### src/hw/rtl/scc_pkg.sv
// ============================================================================
// scc_pkg: shared definitions for the strong connectivity checker
// Widths, commands, walk sequencer states and the result record.
// ============================================================================
package scc_pkg;

    localparam int ROW_W                = 32;
    localparam int VIDX_W               = 5;
    localparam int VCNT_W               = 6;
    localparam int DEFAULT_MAX_VERTICES = 32;
    localparam int S_TDATA_W            = 48;
    localparam int M_TDATA_W            = 72;

    localparam logic [VCNT_W-1:0] VERTEX_COUNT_RESET = 6'd32;

    localparam logic CMD_LOAD  = 1'b0;
    localparam logic CMD_CHECK = 1'b1;

    typedef enum logic [2:0] {
        ST_IDLE,
        ST_FWD_PICK,
        ST_FWD_WAIT,
        ST_REV_SWEEP,
        ST_DONE
    } scc_state_t;

    typedef struct packed {
        logic              strongly_connected;
        logic [ROW_W-1:0]  reverse_reached;
        logic [ROW_W-1:0]  forward_reached;
    } scc_result_t;

endpackage

### src/hw/rtl/scc_adj_mem.sv
// ============================================================================
// scc_adj_mem: adjacency row memory
// One write port, one registered read port; rows never written read as zero.
// ============================================================================
module scc_adj_mem #(
    parameter int DEPTH = scc_pkg::DEFAULT_MAX_VERTICES,
    parameter int AW    = $clog2(DEPTH)
) (
    input  logic                     aclk,
    input  logic                     aresetn,
    input  logic                     wr_en,
    input  logic [AW-1:0]            wr_addr,
    input  logic [scc_pkg::ROW_W-1:0] wr_data,
    input  logic                     rd_en,
    input  logic [AW-1:0]            rd_addr,
    output logic [scc_pkg::ROW_W-1:0] rd_data
);
    import scc_pkg::*;

    logic [ROW_W-1:0] adj_mem_reg [DEPTH];
    logic [DEPTH-1:0] valid_reg;
    logic [DEPTH-1:0] valid_next;
    logic [ROW_W-1:0] rd_data_reg;
    logic             rd_valid_reg;

    always_comb begin
        valid_next = valid_reg;
        if (wr_en) begin
            valid_next[wr_addr] = 1'b1;
        end
    end

    always_ff @(posedge aclk) begin
        if (!aresetn) begin
            valid_reg <= '0;
        end else begin
            valid_reg <= valid_next;
        end
    end

    always_ff @(posedge aclk) begin
        if (wr_en) begin
            adj_mem_reg[wr_addr] <= wr_data;
        end
    end

    always_ff @(posedge aclk) begin
        if (rd_en) begin
            rd_data_reg  <= adj_mem_reg[rd_addr];
            rd_valid_reg <= valid_reg[rd_addr];
        end
    end

    assign rd_data = rd_valid_reg ? rd_data_reg : '0;

endmodule

### src/hw/rtl/scc_walk.sv
// ============================================================================
// scc_walk: forward and reverse reachability sequencer
// Forward walk expands one pending vertex per row read; the reverse walk
// sweeps all active rows until a sweep adds nothing.
// ============================================================================
module scc_walk #(
    parameter int AW = $clog2(scc_pkg::DEFAULT_MAX_VERTICES)
) (
    input  logic                       aclk,
    input  logic                       aresetn,
    input  logic                       start,
    input  logic [scc_pkg::VIDX_W-1:0] start_vertex,
    input  logic [scc_pkg::VCNT_W-1:0] active_n,
    input  logic [scc_pkg::ROW_W-1:0]  active_mask,
    input  logic                       out_free,
    input  logic [scc_pkg::ROW_W-1:0]  rd_row,
    output logic                       rd_en,
    output logic [AW-1:0]              rd_addr,
    output logic                       idle,
    output logic                       done,
    output scc_pkg::scc_result_t       result
);
    import scc_pkg::*;

    localparam int EXT_W = (AW > VCNT_W) ? AW : VCNT_W;

    scc_state_t        state_reg, state_next;
    logic [ROW_W-1:0]  reach_reg, reach_next;
    logic [ROW_W-1:0]  pend_reg, pend_next;
    logic [ROW_W-1:0]  fwd_reg, fwd_next;
    logic [VIDX_W-1:0] start_reg, start_next;
    logic              oor_reg, oor_next;
    logic [VCNT_W-1:0] idx_reg, idx_next;
    logic              proc_valid_reg, proc_valid_next;
    logic [VIDX_W-1:0] proc_idx_reg, proc_idx_next;
    logic              changed_reg, changed_next;

    logic [ROW_W-1:0]  pend_low;
    logic [VIDX_W-1:0] pick_idx;
    logic [ROW_W-1:0]  row_act;
    logic [ROW_W-1:0]  start_onehot;
    logic              start_ok;
    logic              sweep_issue;
    logic              sweep_end;
    logic [EXT_W-1:0]  addr_ext;

    // Lowest pending vertex.
    always_comb begin
        pend_low = pend_reg & (~pend_reg + ROW_W'(1));
        pick_idx = '0;
        for (int i = 0; i < ROW_W; i++) begin
            if (pend_low[i]) begin
                pick_idx = pick_idx | VIDX_W'(i);
            end
        end
    end

    assign row_act      = rd_row & active_mask;
    assign start_onehot = ROW_W'(1) << start_vertex;
    assign start_ok     = {1'b0, start_vertex} < active_n;
    assign sweep_issue  = idx_reg < active_n;
    assign sweep_end    = !sweep_issue && !proc_valid_reg;

    // Next state.
    always_comb begin
        state_next = state_reg;
        unique case (state_reg)
            ST_IDLE: begin
                if (start) begin
                    state_next = start_ok ? ST_FWD_PICK : ST_DONE;
                end
            end
            ST_FWD_PICK: begin
                state_next = (pend_reg == '0) ? ST_REV_SWEEP : ST_FWD_WAIT;
            end
            ST_FWD_WAIT: begin
                state_next = ST_FWD_PICK;
            end
            ST_REV_SWEEP: begin
                if (sweep_end && !changed_reg) begin
                    state_next = ST_DONE;
                end
            end
            ST_DONE: begin
                if (out_free) begin
                    state_next = ST_IDLE;
                end
            end
            default: state_next = ST_IDLE;
        endcase
    end

    // Datapath.
    always_comb begin
        reach_next      = reach_reg;
        pend_next       = pend_reg;
        fwd_next        = fwd_reg;
        start_next      = start_reg;
        oor_next        = oor_reg;
        idx_next        = idx_reg;
        proc_valid_next = 1'b0;
        proc_idx_next   = proc_idx_reg;
        changed_next    = changed_reg;
        case (state_reg)
            ST_IDLE: begin
                if (start) begin
                    start_next = start_vertex;
                    oor_next   = !start_ok;
                    reach_next = start_ok ? start_onehot : '0;
                    pend_next  = start_ok ? start_onehot : '0;
                    fwd_next   = '0;
                end
            end
            ST_FWD_PICK: begin
                if (pend_reg == '0) begin
                    fwd_next     = reach_reg;
                    reach_next   = ROW_W'(1) << start_reg;
                    idx_next     = '0;
                    changed_next = 1'b0;
                end else begin
                    pend_next = pend_reg & ~pend_low;
                end
            end
            ST_FWD_WAIT: begin
                reach_next = reach_reg | row_act;
                pend_next  = pend_reg | (row_act & ~reach_reg);
            end
            ST_REV_SWEEP: begin
                if (sweep_issue) begin
                    idx_next        = idx_reg + VCNT_W'(1);
                    proc_valid_next = 1'b1;
                    proc_idx_next   = idx_reg[VIDX_W-1:0];
                end
                if (proc_valid_reg && !reach_reg[proc_idx_reg]
                        && ((row_act & reach_reg) != '0)) begin
                    reach_next[proc_idx_reg] = 1'b1;
                    changed_next             = 1'b1;
                end
                if (sweep_end) begin
                    idx_next     = '0;
                    changed_next = 1'b0;
                end
            end
            default: begin
            end
        endcase
    end

    always_ff @(posedge aclk) begin
        if (!aresetn) begin
            state_reg      <= ST_IDLE;
            proc_valid_reg <= 1'b0;
        end else begin
            state_reg      <= state_next;
            proc_valid_reg <= proc_valid_next;
        end
    end

    always_ff @(posedge aclk) begin
        reach_reg    <= reach_next;
        pend_reg     <= pend_next;
        fwd_reg      <= fwd_next;
        start_reg    <= start_next;
        oor_reg      <= oor_next;
        idx_reg      <= idx_next;
        proc_idx_reg <= proc_idx_next;
        changed_reg  <= changed_next;
    end

    // Outputs.
    always_comb begin
        rd_en    = 1'b0;
        addr_ext = '0;
        idle     = 1'b0;
        done     = 1'b0;
        unique case (state_reg)
            ST_IDLE: begin
                idle = 1'b1;
            end
            ST_FWD_PICK: begin
                rd_en    = pend_reg != '0;
                addr_ext = EXT_W'(pick_idx);
            end
            ST_FWD_WAIT: begin
            end
            ST_REV_SWEEP: begin
                rd_en    = sweep_issue;
                addr_ext = EXT_W'(idx_reg);
            end
            ST_DONE: begin
                done = out_free;
            end
            default: begin
            end
        endcase
        rd_addr = addr_ext[AW-1:0];
    end

    assign result.forward_reached    = fwd_reg;
    assign result.reverse_reached    = reach_reg;
    assign result.strongly_connected = !oor_reg && (fwd_reg == active_mask)
                                       && (reach_reg == active_mask);

endmodule

### src/hw/rtl/strong_connectivity_check.sv
// ============================================================================
// strong_connectivity_check: directed graph strong connectivity checker
// Holds an adjacency bit matrix and checks reachability both ways from a vertex.
// ============================================================================
// A row load produces no result transaction. A check walks forward, reading one row
// per vertex reached forward, then makes reverse sweeps over the active rows until a
// sweep adds nothing (at most n sweeps, n the active vertex count); every step is
// bound by the single memory read port. A start vertex out of range skips both walks
// and goes straight to the done state. One item is in flight. Reset empties the
// matrix (no edges) and sets the vertex count to 32.
module strong_connectivity_check #(
    parameter int MAX_VERTICES = scc_pkg::DEFAULT_MAX_VERTICES
) (
    input  logic                           aclk,
    input  logic                           aresetn,
    // Vertex count register write.
    input  logic                           cfg_we,
    input  logic [scc_pkg::VCNT_W-1:0]     cfg_wdata,
    // Input stream.
    input  logic                           s_tvalid,
    output logic                           s_tready,
    // Bits from the lowest up: row_index[4:0], row_bits[36:5],
    // start_vertex[41:37], zero padding[47:42].
    input  logic [scc_pkg::S_TDATA_W-1:0]  s_tdata,
    // Bit 0: command (0 loads a row, 1 runs a check).
    input  logic [0:0]                     s_tuser,
    // Result stream.
    output logic                           m_tvalid,
    input  logic                           m_tready,
    // Bits from the lowest up: forward_reached[31:0], reverse_reached[63:32],
    // strongly_connected[64], zero padding[71:65].
    output logic [scc_pkg::M_TDATA_W-1:0]  m_tdata
);
    import scc_pkg::*;

    // Address width of the row memory, and the largest usable vertex count.
    localparam int AW    = $clog2(MAX_VERTICES);
    localparam int VCAP  = (MAX_VERTICES < ROW_W) ? MAX_VERTICES : ROW_W;
    localparam int IDX_W = (AW > VIDX_W) ? AW + 1 : VIDX_W + 1;

    logic [VCNT_W-1:0]    vertex_count_reg;
    logic                 m_tvalid_reg;
    logic [M_TDATA_W-1:0] m_tdata_reg;

    logic [VIDX_W-1:0]    row_index;
    logic [ROW_W-1:0]     row_bits;
    logic [VIDX_W-1:0]    start_vertex;
    logic                 in_accept;
    logic                 load_accept;
    logic                 check_accept;
    logic [IDX_W-1:0]     row_index_ext;
    logic                 row_in_range;

    logic [VCNT_W-1:0]    active_n;
    logic [ROW_W:0]       active_shift;
    logic [ROW_W-1:0]     active_mask;

    logic                 rd_en;
    logic [AW-1:0]        rd_addr;
    logic [ROW_W-1:0]     rd_row;
    logic                 walk_idle;
    logic                 walk_done;
    logic                 out_free;
    scc_result_t          walk_result;

    // Unpack the input transaction.
    assign row_index    = s_tdata[VIDX_W-1:0];
    assign row_bits     = s_tdata[VIDX_W +: ROW_W];
    assign start_vertex = s_tdata[VIDX_W + ROW_W +: VIDX_W];

    // New items are taken only while the walk sequencer is idle. A result that
    // still waits in the output register does not block row loads; a check
    // simply holds its answer until the register frees up.
    assign s_tready     = walk_idle;
    assign in_accept    = s_tvalid && s_tready;
    assign load_accept  = in_accept && (s_tuser[0] == CMD_LOAD);
    assign check_accept = in_accept && (s_tuser[0] == CMD_CHECK);

    // Loads beyond the matrix depth are dropped.
    assign row_index_ext = IDX_W'(row_index);
    assign row_in_range  = row_index_ext < IDX_W'(MAX_VERTICES);

    // The active vertex count saturates at the matrix size, and the active
    // mask covers vertices 0 to n-1 (empty for a count of zero).
    assign active_n     = (vertex_count_reg > VCNT_W'(VCAP)) ? VCNT_W'(VCAP)
                                                              : vertex_count_reg;
    assign active_shift = (ROW_W + 1)'(1) << active_n;
    assign active_mask  = ROW_W'(active_shift - (ROW_W + 1)'(1));

    // The user may only change the vertex count register while the block is idle; the block itself does not enforce it.
    always_ff @(posedge aclk) begin
        if (!aresetn) begin
            vertex_count_reg <= VERTEX_COUNT_RESET;
        end else if (cfg_we) begin
            vertex_count_reg <= cfg_wdata;
        end
    end

    scc_adj_mem #(
        .DEPTH (MAX_VERTICES),
        .AW    (AW)
    ) u_adj_mem (
        .aclk    (aclk),
        .aresetn (aresetn),
        .wr_en   (load_accept && row_in_range),
        .wr_addr (row_index_ext[AW-1:0]),
        .wr_data (row_bits),
        .rd_en   (rd_en),
        .rd_addr (rd_addr),
        .rd_data (rd_row)
    );

    scc_walk #(
        .AW (AW)
    ) u_walk (
        .aclk         (aclk),
        .aresetn      (aresetn),
        .start        (check_accept),
        .start_vertex (start_vertex),
        .active_n     (active_n),
        .active_mask  (active_mask),
        .out_free     (out_free),
        .rd_row       (rd_row),
        .rd_en        (rd_en),
        .rd_addr      (rd_addr),
        .idle         (walk_idle),
        .done         (walk_done),
        .result       (walk_result)
    );

    // Output register: it is free when empty or when its transaction
    // completes in this cycle.
    assign out_free = !m_tvalid_reg || m_tready;

    always_ff @(posedge aclk) begin
        if (!aresetn) begin
            m_tvalid_reg <= 1'b0;
        end else if (walk_done) begin
            m_tvalid_reg <= 1'b1;
        end else if (m_tready) begin
            m_tvalid_reg <= 1'b0;
        end
    end

    always_ff @(posedge aclk) begin
        if (walk_done) begin
            m_tdata_reg <= M_TDATA_W'(walk_result);
        end
    end

    assign m_tvalid = m_tvalid_reg;
    assign m_tdata  = m_tdata_reg;

endmodule

### config.mk
export PLATFORM = sky130hd
export DESIGN_NAME = strong_connectivity_check
export DESIGN_NICKNAME = d
export VERILOG_FILES = /design/src/hw/rtl/scc_pkg.sv /design/src/hw/rtl/scc_adj_mem.sv /design/src/hw/rtl/scc_walk.sv /design/src/hw/rtl/strong_connectivity_check.sv
export SDC_FILE = /design/constraint.sdc
export NUM_CORES = 2
export LEC_CHECK = 0
export ABC_AREA = 1
export BUFFER_PORTS_ARGS = -buffer_cell sky130_fd_sc_hd__buf_4
export CAP_MARGIN = 30
export CORE_ASPECT_RATIO = 1.1
export CORE_UTILIZATION = 45
export CTS_CLUSTER_DIAMETER = 100
export DETAILED_ROUTE_END_ITERATION = 16
export GPL_TIMING_DRIVEN = 0
export HOLD_SLACK_MARGIN = 0.15
export PLACE_DENSITY = 0.64
export SYNTH_ARGS = -nofsm -noshare
export SYNTH_HDL_FRONTEND = slang
export SYNTH_SLANG_ARGS = --single-unit
### constraint.sdc
create_clock -name aclk -period 4.9 [get_ports aclk]
set_input_delay 0.98 -clock aclk [delete_from_list [all_inputs] [get_ports aclk]]
set_output_delay 0.98 -clock aclk [all_outputs]
set_load 0.03 [all_outputs]
==> impl_metrics.xml <==
<?xml version="1.0" encoding="UTF-8"?>
<metrics>
  <group name="outcome">
    <metric name="run_status" unit="">finished clean</metric>
  </group>
  <group name="timing">
    <metric name="grt_setup_unrepaired" unit="">false</metric>
    <metric name="worst-slew-pin-transition" unit="ps">929</metric>
    <metric name="worst_hold_check_slack" unit="ps">365</metric>
    <metric name="final-setup-viol-count" unit="">0</metric>
    <metric name="timing.clock.skew" unit="ps">52.9</metric>
    <metric name="final.period_utilization" unit="">0.949</metric>
    <metric name="final-hold-violation-count" unit="">0</metric>
    <metric name="maxSlewViolCount" unit="">0</metric>
    <metric name="totalNegativeSetupSlack" unit="ps">0</metric>
    <metric name="finalCriticalPeriod" unit="ps">4650</metric>
    <metric name="slew_headroom" unit="">0.377</metric>
    <metric name="max_clock_freq" unit="MHz">215</metric>
  </group>
  <group name="floorplanning">
    <metric name="floorplan.core_area" unit="um^2">129000</metric>
    <metric name="die_x" unit="um">347</metric>
    <metric name="floorplan.die.height" unit="um">382</metric>
    <metric name="fp.dieArea" unit="um^2">132000</metric>
    <metric name="top_level_ports" unit="">134</metric>
    <metric name="initial_core_util" unit="">0.456</metric>
    <metric name="row_count" unit="">138</metric>
  </group>
  <group name="cells_and_area">
    <metric name="fillerInstances" unit="">11400</metric>
    <metric name="mostFrequentLayoutCell" unit="">nand2_1</metric>
    <metric name="final_cells" unit="">7927</metric>
    <metric name="most_frequent_cells_in_the_layout" unit="">nand2_1 (1,511), edfxtp_1 (1,236), nand3_1 (1,208), inv_1 (602), nor2_1 (260)</metric>
    <metric name="multi_input_area" unit="um^2">17200</metric>
    <metric name="seq_area" unit="um^2">38000</metric>
    <metric name="area_growth_syn_to_layout" unit="%">14.9</metric>
    <metric name="largest_register_ffs" unit="">1024</metric>
    <metric name="fin_area" unit="um^2">67800</metric>
    <metric name="layout.nets" unit="">6203</metric>
    <metric name="post_route_cells_drive_above_1_share" unit="">0.108</metric>
  </group>
  <group name="pwr">
    <metric name="report.power.total" unit="mW">34.2</metric>
    <metric name="power_leakage" unit="nW">26.8</metric>
    <metric name="cellPowerDensity" unit="nW/um^2">505</metric>
    <metric name="vdd_ir_drop_max" unit="V">0.000344</metric>
  </group>
  <group name="placed_design">
    <metric name="place.port_buffers" unit="">120</metric>
    <metric name="routabilityCongestion" unit="">1.00</metric>
    <metric name="dp_hpwl" unit="mm">152</metric>
    <metric name="placedInstanceArea" unit="um^2">63200</metric>
    <metric name="post-place-cells" unit="">7672</metric>
  </group>
  <group name="logic_synthesis">
    <metric name="ys_warn_count" unit="">0</metric>
    <metric name="syn_area_per_cell" unit="um^2">10.1</metric>
    <metric name="synthFlopType" unit="">edfxtp_1</metric>
    <metric name="synth.distinct_cells" unit="">58</metric>
    <metric name="netlist_instances" unit="">5824</metric>
    <metric name="yosys_register_bits" unit="">1279</metric>
    <metric name="synthesis.area" unit="um^2">59000</metric>
    <metric name="ffs_w_async_s_r_synth" unit="">0</metric>
    <metric name="synth-seq-area-share" unit="">0.644</metric>
    <metric name="synth-edff-count" unit="">1236</metric>
  </group>
  <group name="route">
    <metric name="firstDrtPassIters" unit="">6</metric>
    <metric name="via_per_inst" unit="">5.76</metric>
    <metric name="drt_iter0_drc" unit="">5230</metric>
    <metric name="route.final.wire_length" unit="mm">215</metric>
    <metric name="drt-wirelength-per-cell" unit="um">27.1</metric>
    <metric name="post-route-drc-count" unit="">0</metric>
    <metric name="number_of_nets_with_antenna_violations_after_routing" unit="">0</metric>
    <metric name="vias_after_detailed_routing" unit="">45700</metric>
  </group>
  <group name="run">
    <metric name="maxCapViolations" unit="">0</metric>
  </group>
  <group name="critical_path">
    <metric name="critPathCaptureType" unit="">register</metric>
    <metric name="timing.critical_path.required" unit="ps">5360</metric>
    <metric name="critPathMostFrequentCell" unit="">nand2_1</metric>
    <metric name="critical_path_peak_fanout" unit="">17</metric>
    <metric name="critPathSlowestCell" unit="">nor2_1</metric>
    <metric name="timing.critical_path.cells" unit="">inv_2, buf_6, nand2_2, buf_6, nor2_1, nand2_1, nand2_1, nor2_1, nand2_1, nor2_1, nand3_1, nor2_1, nand2_1, nand2_1, nor2_1, nand2_1, nor2_1, nand2_1, nand2_1, a21oi_4, buf_16</metric>
    <metric name="worstSetupStartpoint" unit="">vertex_count_reg[5]</metric>
    <metric name="worst_path_largest_cell_delay" unit="ps">720</metric>
    <metric name="criticalPathCategory" unit="">reg2reg</metric>
    <metric name="worstPathArrival" unit="ps">5120</metric>
    <metric name="r2r_start" unit="">vertex_count_reg[5]</metric>
    <metric name="timing.critical_path.from_type" unit="">register</metric>
  </group>
  <group name="clock_network">
    <metric name="cts_repair_resize_count" unit="">0</metric>
    <metric name="cts_buffer_depth" unit="">3</metric>
    <metric name="worst_skew_late_latency" unit="ps">800</metric>
    <metric name="cts_htree_levels" unit="">4</metric>
    <metric name="cts_tree" unit="">yes</metric>
    <metric name="inserted_clock_buffers" unit="">138</metric>
    <metric name="clock-root-buffer" unit="">clkbuf_16</metric>
    <metric name="clock_pin_slew_worst_setup_and_hold_paths" unit="ps">60</metric>
    <metric name="hold_buffers" unit="">0</metric>
    <metric name="cts_setup_buffers" unit="">0</metric>
    <metric name="clock_sinks" unit="">1279</metric>
  </group>
  <group name="hold_path">
    <metric name="worstHoldPathType" unit="">in2reg</metric>
    <metric name="min_from" unit="">s_tdata[37]</metric>
  </group>
  <group name="global_routing">
    <metric name="globalRouteTotalUtil" unit="">0.322</metric>
    <metric name="grt_pass1_wl" unit="mm">302</metric>
    <metric name="first_global_vias" unit="">43300</metric>
    <metric name="leftover_overflow_at_the_end_of_global_routing" unit="">0</metric>
    <metric name="met2_capacity_usage_during_global_routing" unit="">0.523</metric>
    <metric name="grt_antenna_before_repair" unit="">7</metric>
    <metric name="grt_most_used_layer" unit="">met2</metric>
    <metric name="grt.met3_usage" unit="">0.0499</metric>
    <metric name="grtUsageMet1" unit="">0.387</metric>
    <metric name="grt_start_max_net_pins" unit="">33</metric>
  </group>
</metrics>
[area by class of cell]
cell class,instances,share of cell area
Clock inverter,88,0.0145
Tap cell,1680,0.0310
Antenna cell,4,0.000148
Buffer,334,0.0257
Clock buffer,163,0.0525
Multi-Input combinational cell,3603,0.254
Sequential cell,1279,0.561
Inverter,614,0.0341
Timing Repair Buffer,162,0.0271
[worst max-delay path: cells and delay by family (launching register included)]
family,cells,cell delay (ps)
buf+inv,4,720
flops,1,610
compound gates,1,580
simple gates,16,2370
[power breakdown]
part | switching (mW) | internal, mW | total (mW)
combinational | 6.92 | 2.48 | 9.40
sequential | 1.02 | 13.2 | 14.2
clock | 4.56 | 6.01 | 10.6
[per-layer routing]
layer  up-vias  part of all wire
met5         -                 0
met4         0             0.087
met3       628             0.080
met2      2479              0.47
met1     22000              0.36
li1      20500                 -
[logic make-up after synthesis]
family                     share of synthesized area
AOI/OAI and AO/OA                             0.0257
buffers and inverters                         0.0686
DFF                                            0.644
xor gates and xnor gates                     0.00250
other                                      0.0000636
adders and majority gates                    0.00233
and+or+nand+nor                                0.257
[cell usage after synthesis, types with 4 or more instances]
cell type / instances / share of area
nand2_1: 1511 / 0.096
o311ai_0: 9 / 0.0013
clkbuf_1: 90 / 0.0057
nor2_4: 7 / 0.0013
inv_1: 602 / 0.038
nand3_2: 5 / 0.00085
nor2_1: 293 / 0.019
buf_6: 19 / 0.0036
or2_2: 4 / 0.00042
buf_4: 34 / 0.0043
buf_2: 163 / 0.014
o22ai_1: 16 / 0.0017
o211ai_1: 12 / 0.0015
a211oi_1: 7 / 0.00089
nand3b_1: 199 / 0.025
ha_1: 11 / 0.0023
dfxtp_1: 43 / 0.015
a22oi_1: 11 / 0.0014
xnor2_1: 6 / 0.00089
nand3_1: 1208 / 0.10
o21ai_0: 96 / 0.0081
nand2_2: 10 / 0.0011
edfxtp_1: 1236 / 0.63
nor2_2: 15 / 0.0016
buf_1: 27 / 0.0017
nor4_1: 19 / 0.0020
nor3_1: 25 / 0.0021
xor2_1: 9 / 0.0013
a21oi_1: 24 / 0.0020
nand4_1: 27 / 0.0029
inv_2: 8 / 0.00051
o221ai_1: 35 / 0.0052
[worst paths after layout]
check / depth (start not counted) / to / slack, ps
worst min register to register: 2 / u_adj_mem.valid_reg[30] / 480
worst max register to register: 21 / u_walk.reach_reg[19] / 250
worst max-delay path: 21 / u_walk.reach_reg[19] / 250
worst min-delay path: 1 / u_walk.start_reg[0] / 360
[through the flow]
stage | setup slack [ps] | utilization
after floorplan | 191 | -
after detailed placement | 352 | 0.489
after CTS | 298 | 0.524
after global routing | 141 | 0.524
final | 248 | 0.524
after global placement | -1540 | 0.479
(Power assumes the default switching activity.)
